**src/rtl/fdmd_pkg.sv**
```systemverilog
`timescale 1ns / 1ps
package fdmd_pkg;

  localparam logic [1:0] CFG_CUTOFF       = 2'd0;
  localparam logic [1:0] CFG_THRESHOLD    = 2'd1;
  localparam logic [1:0] CFG_FRAME_PIXELS = 2'd2;

  localparam logic [7:0]  CUTOFF_RESET       = 8'd50;
  localparam logic [26:0] THRESHOLD_RESET    = 27'd10;
  localparam logic [19:0] FRAME_PIXELS_RESET = 20'd307200;

  localparam logic EV_BRIGHTNESS = 1'b0;
  localparam logic EV_MOVEMENT   = 1'b1;

  localparam int QDEPTH = 4;
  localparam int QLW    = 3;

  localparam logic [26:0] VALUE_MAX = 27'h7FFFFFF;

  typedef struct packed {
    logic [7:0] diff;
    logic [7:0] mean;
    logic       frame_end;
  } pixel_entry_t;

  // truncating divide by 3 for values below 768
  function automatic logic [7:0] div3(input logic [9:0] x);
    logic [19:0] p;
    p = {10'd0, x} * 20'd683;
    return p[18:11];
  endfunction

endpackage

```
**src/rtl/fdmd_back.sv**
```systemverilog
`timescale 1ns / 1ps
module fdmd_back #(
  parameter int MAX_PIXELS = 524288
) (
  input  logic                   clk,
  input  logic                   rst,
  input  logic                   q_valid,
  input  fdmd_pkg::pixel_entry_t q_data,
  output logic                   q_pop,
  input  logic [7:0]             cutoff,
  input  logic [26:0]            threshold,
  output logic                   m_tvalid,
  input  logic                   m_tready,
  output logic [31:0]            m_tdata,
  output logic                   m_tuser,
  output logic                   m_tlast
);

  localparam int AW  = (MAX_PIXELS > 1) ? $clog2(MAX_PIXELS) : 1;
  localparam int DVW = (AW + 9 > 27) ? AW + 9 : 27;

  localparam logic [2:0] B_RUN = 3'd0;
  localparam logic [2:0] B_CHK = 3'd1;
  localparam logic [2:0] B_DIV = 3'd2;
  localparam logic [2:0] B_BRI = 3'd3;
  localparam logic [2:0] B_MOV = 3'd4;

  logic [2:0]   state;
  logic [27:0]  motion;
  logic [26:0]  bsum;
  logic [AW:0]  cnt;
  logic [AW:0]  div_cnt;
  logic [26:0]  rem;
  logic [2:0]   step;
  logic [7:0]   avg;
  logic [7:0]   last_avg;

  logic [28:0]  mot_add;
  logic [27:0]  motion_next;
  logic [27:0]  bsum_add;
  logic [26:0]  bsum_next;
  logic [DVW-1:0] cmp;
  logic         out_free;
  logic         motion_hit;
  logic [26:0]  motion_val;
  logic         bri_load;
  logic         mov_load;

  assign q_pop    = (state == B_RUN) && q_valid;
  assign out_free = !m_tvalid || m_tready;

  assign mot_add     = (q_data.diff > cutoff)
                       ? {1'b0, motion} + {21'd0, q_data.diff - cutoff}
                       : {1'b0, motion};
  assign motion_next = mot_add[28] ? 28'hFFFFFFF : mot_add[27:0];
  assign bsum_add    = {1'b0, bsum} + {20'd0, q_data.mean};
  assign bsum_next   = bsum_add[27] ? fdmd_pkg::VALUE_MAX : bsum_add[26:0];

  assign cmp        = DVW'(div_cnt) << ((state == B_CHK) ? 4'd8 : {1'b0, step});
  assign motion_hit = motion >= {1'b0, threshold};
  assign motion_val = motion[27] ? fdmd_pkg::VALUE_MAX : motion[26:0];

  assign bri_load = (state == B_BRI) && (avg != last_avg) && out_free;
  assign mov_load = (state == B_MOV) && motion_hit && out_free;

  always_ff @(posedge clk) begin
    if (rst) begin
      state    <= B_RUN;
      motion   <= '0;
      bsum     <= '0;
      cnt      <= '0;
      last_avg <= '0;
      m_tvalid <= 1'b0;
    end else begin
      if (bri_load || mov_load) begin
        m_tvalid <= 1'b1;
      end else if (m_tvalid && m_tready) begin
        m_tvalid <= 1'b0;
      end
      unique case (state)
        B_RUN: begin
          if (q_pop) begin
            motion <= motion_next;
            bsum   <= bsum_next;
            if (q_data.frame_end) begin
              div_cnt <= cnt + 1'b1;
              rem     <= bsum_next;
              cnt     <= '0;
              state   <= B_CHK;
            end else begin
              cnt <= cnt + 1'b1;
            end
          end
        end
        B_CHK: begin
          if (DVW'(rem) >= cmp) begin
            avg   <= 8'hFF;
            state <= B_BRI;
          end else begin
            avg   <= '0;
            step  <= 3'd7;
            state <= B_DIV;
          end
        end
        B_DIV: begin
          if (DVW'(rem) >= cmp) begin
            rem       <= rem - cmp[26:0];
            avg[step] <= 1'b1;
          end
          if (step == '0) begin
            state <= B_BRI;
          end
          step <= step - 1'b1;
        end
        B_BRI: begin
          if (avg == last_avg) begin
            state <= B_MOV;
          end else if (out_free) begin
            m_tuser  <= fdmd_pkg::EV_BRIGHTNESS;
            m_tdata  <= {24'd0, avg};
            m_tlast  <= !motion_hit;
            last_avg <= avg;
            state    <= B_MOV;
          end
        end
        B_MOV: begin
          if (!motion_hit || out_free) begin
            if (motion_hit) begin
              m_tuser  <= fdmd_pkg::EV_MOVEMENT;
              m_tdata  <= {5'd0, motion_val};
              m_tlast  <= 1'b1;
            end
            motion <= '0;
            bsum   <= '0;
            state  <= B_RUN;
          end
        end
        default: begin
          state <= B_RUN;
        end
      endcase
    end
  end

endmodule

```
**config.mk**
```make
export PLATFORM = sky130hd
export DESIGN_NAME = fdmd_back
export DESIGN_NICKNAME = d
export VERILOG_FILES = /design/src/rtl/fdmd_pkg.sv /design/src/rtl/fdmd_back.sv
export SDC_FILE = /design/constraint.sdc
export NUM_CORES = 1
export LEC_CHECK = 0
export BUFFER_PORTS_ARGS = -buffer_cell sky130_fd_sc_hd__buf_2
export CAP_MARGIN = 20
export CELL_PAD_IN_SITES_DETAIL_PLACEMENT = 1
export CELL_PAD_IN_SITES_GLOBAL_PLACEMENT = 2
export CORE_ASPECT_RATIO = 0.5
export CORE_MARGIN = 1.5
export CORE_UTILIZATION = 38
export DETAILED_ROUTE_END_ITERATION = 10
export GPL_ROUTABILITY_DRIVEN = 0
export PLACE_DENSITY_LB_ADDON = 0.1
export SETUP_SLACK_MARGIN = 0.05
export SKIP_CTS_REPAIR_TIMING = 1
export SLEW_MARGIN = 20
export SYNTH_ARGS = -nofsm -noshare
export SYNTH_HDL_FRONTEND = slang
export SYNTH_SLANG_ARGS = --single-unit
```
**constraint.sdc**
```tcl
create_clock -name clk -period 8.7 [get_ports clk]
set_clock_uncertainty 0.15 [all_clocks]
set_input_delay 1.74 -clock clk [delete_from_list [all_inputs] [get_ports clk]]
set_output_delay 1.74 -clock clk [all_outputs]
set_load 0.005 [all_outputs]
```
==> reports/summary.txt <==
Worst Path Max Fanout - 27
Final setup viols - 0
vias in the first global route - 10.6k
worst-path cell chain - or3b_1 > nand2_1 > mux4_2 > nand2_1 > o211ai_1 > o21ai_0 > ha_1 > and2_1 > and4_1 > nand2_1 > nor4_1 > nor3_1 > o21ai_0 > a21oi_1 > nor4_2 > buf_4
die area - 32600 um^2
ys async rst share - 0%
sequential fraction of the synthesis area - 36.4%
final hold slack - 297 ps
predominant post-synthesis flop cell - edfxtp_1
Post-Layout Inst Area - 13400 um^2
clock slew at reported path FFs - 80 ps
XOR/XNOR share of the synthesized area - 5.71%
Worst Min Path Start - bsum[0]
post-synthesis register bit count - 174
number of flops mapped to enable cells by yosys - 87
Setup WS pre-CTS - 2400 ps
Endpoint, Worst Hold - bsum[0]
routed vias/inst - 5.61
synth top area cells - edfxtp_1 (22%), dfxtp_1 (15%), ha_1 (8.5%)
Slew @ Worst Pin - 1130 ps
CTS tree - done
Slowest cell on crit path - nand2_1
# fillers - 3683
max-cap viol count - 0
minimum clock period - 6180 ps
antenna viol nets, final - 0
Startpoint Class - register
total gr overflow - 0
fmax - 162 MHz
Yosys cell types - 80
most common cell after layout, fill and taps aside - nor2_1
routed length per instance - 19.4 um
Critical Path RT - 8660 ps
simple-gate portion of the synthesized area - 17.3%
Mapped Area - 12000 um^2
CTS H-tree depth - 4
main combinational cell family by area after synthesis - compound AO/OA/AOI/OAI gates
Worst Setup End Kind - register
Root Buffer - clkbuf_16
hold path depth - 2
port bufs - 86
final net count - 1582
Yosys Warn Count - 0
initial antenna violation count - 1
WP data arrival - 6140 ps
via count - 10.5k
Critical Path Max Stage Delay - 770 ps
r2r startpoint - state[0]
post-layout util - 43.6%
hold crit path type - reg2reg
Ports - 92
share of cells above drive strength 1 - 11.6%
Initial Utilization - 39.0%
mux contribution to synthesized area - 4.77%
leading area contributor after synthesis - edfxtp_1
max-slew violations - 0
final number of hold-violating endpoints - 0
Gate Count Post-Synth - 1388
first-pass GRT wire length - 58.6 mm
setup repair after global routing missed its margin - no
die height - 128 um
Detailed Routing Iterations Pass 1 - 5
Critical Path Most Common Cell - nand2_1
type of the worst setup path - reg2reg
Skew-Pair Late Insertion Delay - 460 ps
Sink Count - 174
row cnt - 45
most frequent cells in the layout - nor2_1 (146), a21oi_1 (144), nand2_1 (124), o21ai_0 (106)
GRT Resource Usage Total - 22.9%
final WL - 36.4 mm
R2R cell count - 16
compound-gate portion of the synthesized area - 21.4%
Post-Synth Adder-Cell Area - 9.15%
# DRC - 0
status - finished, final reports clean
reg2reg end - rem[4]
area of placed instances - 12700 um^2
Synth Area per Inst - 8.61 um^2
Pleak - 5.54 nW
R2R setup slack - 2520 ps
slew margin rel. - 24.3%
final worst-path setup slack - 2520 ps
top cell type's share of synthesized area - 21.9%
n_diodes - 0
crit share post-route - 71.0%
Final TNS setup - 0 ps
pin count of the biggest net entering global routing - 47
PD cells - 173 nW/um^2
clk buf depth - 2
CTS Buf Count - 17
DRT iter0 DRCs - 687
HPWL Detailed - 27.0 mm
core area - 30600 um^2
die width - 254 um
synth-to-layout area growth - 11.7%
worst vdd ir - 0.140 mV
==> through the flow <==
step / total power, W / instances
final: 0.00231 / 1877
after global routing: 0.00243 / 1877
after CTS: 0.00233 / 1877
after detailed placement: 0.00148 / 1845
after global placement: 0.00146 / 1845
after floorplan: 0.00133 / 1392
==> layout make-up <==
type / count / area, um^2 / share of cell area (%)
multi-input cells: 1069 / 7010 / 52.5
flip-flops and latches: 174 / 4350 / 32.6
repair buffers: 100 / 536 / 4.01
well taps: 423 / 529 / 3.96
clock buffers: 18 / 439 / 3.29
inverters: 79 / 297 / 2.22
clock inverters: 14 / 189 / 1.42
==> critical path, delay by kind of cell, from the launching register on <==
family	cells	cell delay, ps
AND/OR/NAND/NOR	9	2800
AO/OA/AOI/OAI	4	1030
multiplexers	1	620
flip-flops	1	510
buffers and inverters	1	400
adder cells (fa/ha/maj)	1	260
==> cells by family (layout without fill, tap and decap cells) <==
group           Yosys count  in the layout
compound gates          410            410
xor+xnor                 78             78
fa+ha+maj                85             85
buf+inv                 149            211
flops                   174            174
mux                      49             49
other cells               1              5
simple gates            442            442
==> state kept, by name, summed over array words and instances, names as in the netlist, 8 cells and up <==
register / cells
rem: 27
last_avg: 8
m_tdata: 27
div_cnt: 20
cnt: 20
bsum: 27
motion: 28
avg: 8
==> cells in the mapped netlist, drive strengths merged (11+ instances only) <==
master	instances
edfxtp	87
nand2	125
a21oi	144
o21ai	109
a21o	30
dfxtp	87
or3	12
mux2i	39
nor4	11
clkbuf	40
xnor2	40
inv	78
nor2	147
nor3	24
nand4	13
o211ai	18
xor2	38
a22oi	26
a22o	11
and3	25
a31oi	15
buf	30
nand3	43
ha	81
==> per-layer routing <==
layer  vias up  share of wire [%]  global-route usage, %
met4         0               0.97                   5.36
met1      5214                 49                   32.0
li1       5131                  -                      -
met2       164                 47                   37.9
met5         -                  0                      0
met3        27                3.3                   2.93
==> worst max-delay path by stage <==
stage | end | start | depth (start not counted)
2_1_floorplan | rem[0] | state[1] | 19
3_3_place_gp | rem[1] | state[0] | 16
3_5_place_dp | rem[3] | state[0] | 17
4_1_cts | rem[4] | state[0] | 17
5_1_grt | rem[4] | state[0] | 16
6_report | rem[4] | state[0] | 16
==> where the power goes <==
group          switching [W]  total [W]  leakage [nW]  internal (W)
clock               0.000402   0.000851         0.306      0.000449
sequential         0.0000241   0.000916          1.49      0.000891
combinational       0.000337   0.000546          3.75      0.000208
Note: power is estimated with default switching activity, not from simulation.
