===== config.mk =====
export PLATFORM = sky130hd
export DESIGN_NAME = fdmd_fifo
export DESIGN_NICKNAME = d
export VERILOG_FILES = /design/src/rtl/fdmd_pkg.sv /design/src/rtl/fdmd_fifo.sv
export SDC_FILE = /design/constraint.sdc
export NUM_CORES = 1
export LEC_CHECK = 0
export ABC_AREA = 0
export BUFFER_PORTS_ARGS = -buffer_cell sky130_fd_sc_hd__clkbuf_2
export CAP_MARGIN = 20
export CORE_MARGIN = 2
export CORE_UTILIZATION = 40
export CTS_BUF_LIST = sky130_fd_sc_hd__clkbuf_2 sky130_fd_sc_hd__clkbuf_4 sky130_fd_sc_hd__clkbuf_8
export DETAILED_ROUTE_END_ITERATION = 10
export GPL_ROUTABILITY_DRIVEN = 1
export SYNTH_ARGS = -nofsm -noshare
export SYNTH_HDL_FRONTEND = slang
export SYNTH_SLANG_ARGS = --single-unit
export TNS_END_PERCENT = 5

===== constraint.sdc =====
create_clock -name clk -period 4.2 [get_ports clk]
set_clock_uncertainty 0.15 [all_clocks]
set_input_delay 0.84 -clock clk [delete_from_list [all_inputs] [get_ports clk]]
set_output_delay 0.84 -clock clk [all_outputs]
set_load 0.02 [all_outputs]

===== src/rtl/fdmd_pkg.sv =====
`timescale 1ns / 1ps
package fdmd_pkg;

  localparam logic [1:0] CFG_CUTOFF       = 2'd0;
  localparam logic [1:0] CFG_THRESHOLD    = 2'd1;
  localparam logic [1:0] CFG_FRAME_PIXELS = 2'd2;

  localparam logic [7:0]  CUTOFF_RESET       = 8'd50;
  localparam logic [26:0] THRESHOLD_RESET    = 27'd10;
  localparam logic [19:0] FRAME_PIXELS_RESET = 20'd307200;

  localparam logic EV_BRIGHTNESS = 1'b0;
  localparam logic EV_MOVEMENT   = 1'b1;

  localparam int QDEPTH = 4;
  localparam int QLW    = 3;

  localparam logic [26:0] VALUE_MAX = 27'h7FFFFFF;

  typedef struct packed {
    logic [7:0] diff;
    logic [7:0] mean;
    logic       frame_end;
  } pixel_entry_t;

  // truncating divide by 3 for values below 768
  function automatic logic [7:0] div3(input logic [9:0] x);
    logic [19:0] p;
    p = {10'd0, x} * 20'd683;
    return p[18:11];
  endfunction

endpackage


===== src/rtl/fdmd_fifo.sv =====
`timescale 1ns / 1ps
module fdmd_fifo (
  input  logic                         clk,
  input  logic                         rst,
  input  logic                         push,
  input  fdmd_pkg::pixel_entry_t       push_data,
  input  logic                         pop,
  output logic                         out_valid,
  output fdmd_pkg::pixel_entry_t       out_data,
  output logic [fdmd_pkg::QLW-1:0]     level
);

  localparam int PW = $clog2(fdmd_pkg::QDEPTH);

  fdmd_pkg::pixel_entry_t slots [fdmd_pkg::QDEPTH];
  logic [PW-1:0] wr_ptr;
  logic [PW-1:0] rd_ptr;
  logic          do_pop;

  assign out_valid = (level != '0);
  assign out_data  = slots[rd_ptr];
  assign do_pop    = pop && out_valid;

  always_ff @(posedge clk) begin
    if (push) begin
      slots[wr_ptr] <= push_data;
    end
  end

  always_ff @(posedge clk) begin
    if (rst) begin
      wr_ptr <= '0;
      rd_ptr <= '0;
      level  <= '0;
    end else begin
      if (push) begin
        wr_ptr <= wr_ptr + 1'b1;
      end
      if (do_pop) begin
        rd_ptr <= rd_ptr + 1'b1;
      end
      if (push && !do_pop) begin
        level <= level + 1'b1;
      end else if (!push && do_pop) begin
        level <= level - 1'b1;
      end
    end
  end

endmodule


==> flow_summary.json, run 1 <==
{
  "die_w_um": 89.50,
  "grt_pass1_wl_mm": 7.189,
  "instances_no_fill": 284,
  "ant_nets": 0,
  "core-area_sq_um": 7176,
  "start_kind": "flip-flop",
  "worstSetupPathType": "reg2out",
  "netlist_area_sq_um": 2924,
  "synth_warnings": 0,
  "maxCapViolations": 0,
  "antenna_cells": 0,
  "status": "completed",
  "cts_tree": "built",
  "rsz0062_at_grt": "no",
  "cp_cell_sequence": "mux4_1 -> clkbuf_2",
  "final_max_slew_viol_count": 0,
  "tns_ns": 0,
  "drc_errors": 0,
  "ys_ff_latch": 77,
  "post_cts_buffers": 0,
  "io_pins": 42,
  "placed_area_sq_um": 3216,
  "tightest_slew_ns": 0.8974,
  "clk_path_buf_depth": 2,
  "gp_congestion": 0.7132,
  "yosysUniqueCellTypes": 21,
  "htreeDepth": 3,
  "crit_required_ns": 3.21,
  "setup.worst_path.end_class": "output port",
  "drive_above_1_share": 0.3568,
  "postSynthCellCount": 132,
  "worst_path_max_delay_cell": "dfxtp_1",
  "syn_nets": 159,
  "cts_hold_buf": 0,
  "clock_latency_ns": 0.33,
  "final_cell_area_sq_um": 3453,
  "min_period_over_period": 0.6644,
  "min_path_type": "reg2reg",
  "worst_ir_drop_vdd_uv": 294.4,
  "antenna_found_initial": 0,
  "layout_min_cycle_time_ns": 2.791,
  "drt-pass1-iter-count": 4,
  "final-hold-violation-count": 0,
  "p_leak_nw": 1.225,
  "p_per_area_nw_per_um2": 592.6,
  "overflow": 0,
  "die-area_sq_um": 8010,
  "rows": 31,
  "critPathBufInv": 1,
  "cts.sinks": 77,
  "placed_cells": 268,
  "wl_per_cell_um": 15.90,
  "n_fill_cell": 592,
  "relSlewSlack": 0.4017,
  "track_usage": 0.1267,
  "utilization": 0.4813,
  "hpwl_mm": 2.936,
  "ctsResizeCount": 0,
  "crit_fanout": 17,
  "die_h_um": 89.50,
  "register_area_sq_um": 2222,
  "arrival_ns": 1.80,
  "clock.fmax_mhz": 358.4,
  "nets": 207,
  "hold_slack_ns": 0.3902,
  "cts_root_buffer": "clkbuf_8",
  "numCtsBuffers": 9,
  "vias_per_cell": 4.835,
  "initial_core_util": 0.4075,
  "drtIter0Drc": 109,
  "first_global_vias": 1447,
  "avgSynthCellArea_sq_um": 22.15,
  "wl_mm": 4.517,
  "setup_viol": 0,
  "crit_family": "flip-flops",
  "max_stage_delay_ns": 0.86,
  "multiInputGateArea_sq_um": 645.6,
  "grt_max_degree": 18,
  "path_clk_slew_ns": 0.07,
  "vias": 1373,
  "io_buffers": 41,
  "ys_seq_area_frac": 0.7599,
  "syn_to_final_growth_pct": 18.10
}
layout by cell type, fill, tap and decap left out, types with 2 or more instances in the layout:
cell type	count
mux4_2	10
clkbuf_8	9
mux4_1	7
clkbuf_2	41
nor2_1	7
ha_1	5
bufinv_16	3
mux2i_1	2
edfxtp_1	68
and2_1	4
dfxtp_1	9
xor2_1	4
clkinv_1	2
or3_1	2
inv_1	3
stage by stage:
| stage | setup WS, ns | total power (W) |
|---|---|---|
| detailed placement | 1.633 | 0.001433 |
| finish | 1.409 | 0.002046 |
| floorplan | 1.842 | 0.001312 |
| global route | 1.295 | 0.002142 |
| global placement | 1.725 | 0.001414 |
| CTS | 1.344 | 0.002072 |
layout make-up:
class                           instances  share of cell area
Multi-Input combinational cell         47              0.1870
Clock inverter                          7             0.03297
Tap cell                               99             0.03587
Timing Repair Buffer                   42             0.06159
Clock buffer                            9             0.03587
Sequential cell                        77              0.6435
Inverter                                3            0.003261
cell families after synthesis:
family / share of synthesized area
mux: 0.1468
buf+inv: 0.01925
fa+ha+maj: 0.02824
xor+xnor: 0.01498
simple gates: 0.02182
compound gates: 0.008984
flops: 0.7599
routing by layer:
metal	GRT usage	vias to the layer above	share of wire
met5	0	-	0
met4	0.06920	0	0.017
met3	0.03232	8	0.034
met2	0.2067	29	0.53
met1	0.1546	707	0.41
li1	-	629	-
flip-flops by register name, summed over array words and instances, names as in the netlist, named ones only:
| signal | cells |
|---|---|
| slots | 68 |
| level | 3 |
| rd_ptr | 2 |
| wr_ptr | 2 |
final timing paths:
| path | start | end | slack, ns | cells after the start |
|---|---|---|---|---|
| worst max register to register | level[0] | level[2] | 1.92 | 7 |
| worst min register to register | rd_ptr[0] | flip-flop | 0.39 | 2 |
| worst max-delay path | flip-flop | out_data[14] | 1.41 | 2 |
| worst min-delay path | rd_ptr[0] | flip-flop | 0.39 | 2 |
worst reg2reg max path: stages, from the launching register on:
cell	delay (ns)
dfxtp_1	0.38
o31ai_1	0.37
ha_1	0.25
inv_1	0.06
fa_1	0.37
xor2_1	0.16
or3_1	0.31
a21oi_1	0.16
Yosys cell counts (all sizes together):
library cell	n	area, sq um
xor2	4	35.03
clkbuf	1	3.750
ha	5	62.56
dfxtp	9	180.2
o21ai	1	5.000
o31ai	1	7.510
fa	1	20.02
nor2	7	26.28
mux4	17	409.2
mux2i	2	20.02
and2	4	25.02
buf	4	41.29
a21oi	1	5.000
inv	3	11.26
edfxtp	68	2042
o311ai	1	8.760
xnor2	1	8.760
or3	2	12.51
where the power goes:
group | switching (W) | internal, W
Sequential | 0.0000424 | 0.000891
Clock | 0.000248 | 0.000391
Combinational | 0.000263 | 0.000211
No activity file was read; power rests on OpenSTA's default activity.
==> inputs of run 2 (changes only) <==
- clock period: 4.2 -> 2.78 ns (I/O delays scaled with it)
==> run 2 against run 1 <==
Against the previous run: non-clock buffer count rose by 6; worst setup slack got worse by 1.1 ns; combinational power rose by 58%; largest power group unchanged.
==> flow_summary.json, run 2 (synthesis results as in run 1) <==
{
  "largest_reg_flops": 68,
  "cts_tree": "built",
  "r2r_cells": 7,
  "p_leak_nw": 1.249,
  "vias": 1383,
  "cts_root_buffer": "clkbuf_8",
  "wl_per_cell_um": 16.46,
  "first_global_vias": 1490,
  "setup_viol": 0,
  "drc_errors": 0,
  "rsz0062_at_grt": "no",
  "maxCapViolations": 0,
  "htreeDepth": 3,
  "io_pins": 42,
  "crit_required_ns": 2.07,
  "min_to": "slots[2][9]",
  "track_usage": 0.1319,
  "netSwitchingFraction": 0.2836,
  "hpwl_mm": 3.207,
  "path_clk_slew_ns": 0.08,
  "regMostFlops": "slots",
  "nets": 213,
  "combPwrFrac": 0.246,
  "worstSetupPathType": "reg2out",
  "ant_nets": 0,
  "final_common_cell": "edfxtp_1",
  "post_cts_buffers": 0,
  "seqPwrFrac": 0.461,
  "cts.sinks": 77,
  "worst_ir_drop_vdd_uv": 498.1,
  "power.share.clock": 0.293,
  "hp-start": "push_data[9]",
  "reg.largest.list": "slots x68, level x3",
  "internal-power_w": 0.002179,
  "tightest_slew_ns": 0.4803,
  "arrival_ns": 1.79,
  "r2r_slack_ns": 0.45,
  "ctsResizeCount": 0,
  "final_cell_mix": "68 x edfxtp_1, 41 x clkbuf_2, 10 x mux4_2",
  "drt-pass1-iter-count": 4,
  "start_kind": "flip-flop",
  "tns_ns": 0,
  "antenna_cells": 0,
  "rows": 31,
  "final-hold-violation-count": 0,
  "grt_pass1_wl_mm": 7.314,
  "drive_above_1_share": 0.3822,
  "relSlewSlack": 0.6758,
  "overflow": 0,
  "p_per_area_nw_per_um2": 875.3,
  "core-area_sq_um": 7176,
  "vias_per_cell": 4.769,
  "n_fill_cell": 604,
  "multiInputGateArea_sq_um": 645.6,
  "initial_core_util": 0.4075,
  "hold_slack_ns": 0.2784,
  "clock_latency_ns": 0.34,
  "clock.fmax_mhz": 400.7,
  "numCtsBuffers": 9,
  "cts_hold_buf": 0,
  "p_sw_w": 0.0008624,
  "min_path_type": "in2reg",
  "final_max_slew_viol_count": 0,
  "crit_fanout": 5,
  "status": "completed",
  "r2r_end": "level[2]",
  "gp_congestion": 0.7226,
  "min_period_over_period": 0.8978,
  "r2r-start": "level[0]",
  "grt_max_degree": 18,
  "layout_min_cycle_time_ns": 2.496,
  "drtIter0Drc": 107,
  "register_area_sq_um": 2222,
  "antenna_found_initial": 0,
  "die-area_sq_um": 8010,
  "setup.worst_path.end_class": "output port",
  "die_h_um": 89.50,
  "wl_mm": 4.772,
  "io_buffers": 41,
  "hold_depth": 1,
  "syn_to_final_growth_pct": 18.83,
  "power_w": 0.003041,
  "die_w_um": 89.50,
  "clk_path_buf_depth": 2
}
run 2: cell types whose count changed in the layout (fill, tap and decap cells not counted):
cell,previous run,this run
buf_4,1,7
clkinv_2,0,2
bufinv_16,3,2
clkinv_1,2,1
run 2: worst max-delay path by stage:
stage,startpoint,end,slack (ns)
final,flip-flop,out_data[14],0.28
after global routing,flip-flop,out_data[9],0.19
after CTS,flip-flop,out_data[3],0.24
after detailed placement,level[0],level[2],0.45
after global placement,pop,level[2],0.59
after floorplan,level[0],level[2],0.58
run 2: critical path, stage by stage, from the launching register on:
cell and delay, ns:
dfxtp_1 0.46, buf_4 0.22, mux4_1 0.59, clkbuf_2 0.18
run 2: metal layers:
| metal | wire length, um | global-route usage |
|---|---|---|
| met1 | 1952 | 0.1505 |
| met2 | 2562 | 0.2209 |
| met3 | 186 | 0.04340 |
| met4 | 72 | 0.06920 |
| met5 | 0 | 0 |
run 2: final cells by class:
cell class                 instances  share of cell area
inverter                           3            0.003241
clock buffer                       9             0.03565
timing repair buffer              48             0.07418
tap                               99             0.03565
clock inverter                     7             0.02593
sequential                        77              0.6395
multi-input combinational         47              0.1858
run 2: through the flow:
step                      utilization  worst slack [ns]  cells  area (sq um)
after detailed placement       0.4544            0.4488    274          3261
after CTS                      0.4842            0.2370    290          3475
after floorplan                     -            0.5775    132          2924
final                          0.4842            0.2842    290          3475
after global placement         0.4544            0.5887    274          3261
after global routing           0.4842            0.1890    290          3475
run 2: power groups by stage:
stage	Combinational, W	Sequential (W)	Clock (W)
after floorplan	0.000558	0.00142	0
after global placement	0.000733	0.00142	0
after detailed placement	0.000761	0.00143	0
after CTS	0.000763	0.00140	0.000903
after global routing	0.000805	0.00141	0.000946
final	0.000748	0.00140	0.000891
==> inputs of run 3 (changes only) <==
- PLACE_DENSITY_LB_ADDON: not set -> 0.05
==> run 3 against run 2 <==
Against the previous run: maximum frequency rose by 1.2%; clock-buffer cell count rose by 1; cell area fell by 1.0%; register-to-register slack improved by 0.07 ns; die area did not move; sequential share of layout area rose by 0.67 points; hold slack improved by 0.0063 ns; worst setup slack improved by 0.029 ns; total power fell by 4.1%; via count fell by 0.36%; non-clock buffer count fell by 1; sequential power barely moved; critical endpoint is now out_data[13]; highest routed layer unchanged.
==> flow_summary.json, run 3 (synthesis results as in run 1) <==
{
  "grt_pass1_wl_mm": 7.383,
  "crit_required_ns": 2.07,
  "reg.largest.list": "slots x68, level x3",
  "path_clk_slew_ns": 0.07,
  "track_usage": 0.1371,
  "numCtsBuffers": 9,
  "worst_path_max_delay_cell": "mux4_1",
  "drtIter0Drc": 69,
  "p_per_area_nw_per_um2": 847.9,
  "die_h_um": 89.50,
  "setup_viol": 0,
  "relSlewSlack": 0.7240,
  "tns_ns": 0,
  "vias_per_cell": 4.768,
  "hpwl_mm": 2.889,
  "io_buffers": 41,
  "nets": 212,
  "gp_congestion": 0.5992,
  "crit_fanout": 17,
  "regMostFlops": "slots",
  "drc_errors": 0,
  "overflow": 0,
  "htreeDepth": 3,
  "io_pins": 42,
  "final-hold-violation-count": 0,
  "drt-pass1-iter-count": 4,
  "min_period_over_period": 0.8875,
  "largest_reg_flops": 68,
  "cp_cell_sequence": "buf_4 -> mux4_1 -> clkbuf_2",
  "register_area_sq_um": 2222,
  "layout_min_cycle_time_ns": 2.467,
  "drive_above_1_share": 0.3684,
  "tightest_slew_ns": 0.4088,
  "start_kind": "flip-flop",
  "ctsResizeCount": 0,
  "utilization": 0.4792,
  "syn_to_final_growth_pct": 17.59,
  "first_global_vias": 1489,
  "arrival_ns": 1.76,
  "worst_ir_drop_vdd_uv": 495.1,
  "cts.sinks": 77,
  "clock.fmax_mhz": 405.3,
  "clock_latency_ns": 0.34,
  "wl_per_cell_um": 16.46,
  "antenna_cells": 0,
  "ant_nets": 0,
  "die_w_um": 89.50,
  "max_stage_delay_ns": 0.62,
  "vias": 1378,
  "rows": 31,
  "min_path_type": "in2reg",
  "worstSetupPathType": "reg2out",
  "final_cell_mix": "68 x edfxtp_1, 41 x clkbuf_2, 10 x mux4_2",
  "final_common_cell": "edfxtp_1",
  "maxCapViolations": 0,
  "grt_max_degree": 18,
  "wl_mm": 4.758,
  "clk_path_buf_depth": 2,
  "final_max_slew_viol_count": 0,
  "n_fill_cell": 619,
  "post_cts_buffers": 0,
  "initial_core_util": 0.4075,
  "core-area_sq_um": 7176,
  "status": "completed",
  "cts_tree": "built",
  "antenna_found_initial": 0,
  "setup.worst_path.end_class": "output port",
  "rsz0062_at_grt": "no",
  "die-area_sq_um": 8010,
  "cts_root_buffer": "clkbuf_8",
  "p_leak_nw": 1.230,
  "multiInputGateArea_sq_um": 645.6,
  "cts_hold_buf": 0
}
[run 3: changes by cell type in the layout (fill, tap and decap cells not counted), sizes merged]
cell and delta:
buf -1, clkbuf +1, bufinv -1
[run 3: critical path, delay by kind of cell (launching register included)]
kind | cells | cell delay, ns
mux | 1 | 0.62
buf+inv | 2 | 0.50
flops | 1 | 0.31
[run 3: routing by layer]
metal / wire length [um] / vias up / global-route usage
met3: 183 / 7 / 0.05633
met1: 1956 / 702 / 0.1477
met2: 2541 / 29 / 0.2303
met4: 76 / 0 / 0.07327
met5: 0 / - / 0
li1: - / 640 / -
[run 3: layout make-up]
type | instances | area share
clock inverter | 6 | 0.01565
multi-input combinational | 47 | 0.1878
tap | 99 | 0.03603
clock buffer | 10 | 0.03821
sequential | 77 | 0.6463
timing repair buffer | 47 | 0.07278
inverter | 3 | 0.003275
[run 3: power breakdown]
group	internal [W]	switching, W
Combinational	0.000325	0.000416
Clock	0.000414	0.000369
Sequential	0.00135	0.0000463
Total	0.00208	0.000832
[run 3: metrics by stage]
stage | worst slack [ns] | hold WS (ns) | power [W] | instance area, sq um | instances
after CTS | 0.2576 | 0.2678 | 0.002961 | 3438 | 289
after global placement | 0.5907 | 0.3492 | 0.002150 | 3253 | 273
after floorplan | 0.5775 | 0.3347 | 0.001983 | 2924 | 132
after global routing | 0.2006 | 0.2600 | 0.003074 | 3438 | 289
final | 0.3127 | 0.2847 | 0.002915 | 3438 | 289
after detailed placement | 0.4921 | 0.3703 | 0.002175 | 3253 | 273
[run 3: worst paths after layout]
path / end / cells past startpoint / slack [ns] / start
hold / removal: slots[3][16] / 1 / 0.28 / push_data[16]
setup / recovery: out_data[13] / 3 / 0.31 / flip-flop
setup reg to reg: level[2] / 7 / 0.52 / level[0]
hold reg to reg: rd_ptr[1] / 2 / 0.39 / rd_ptr[1]
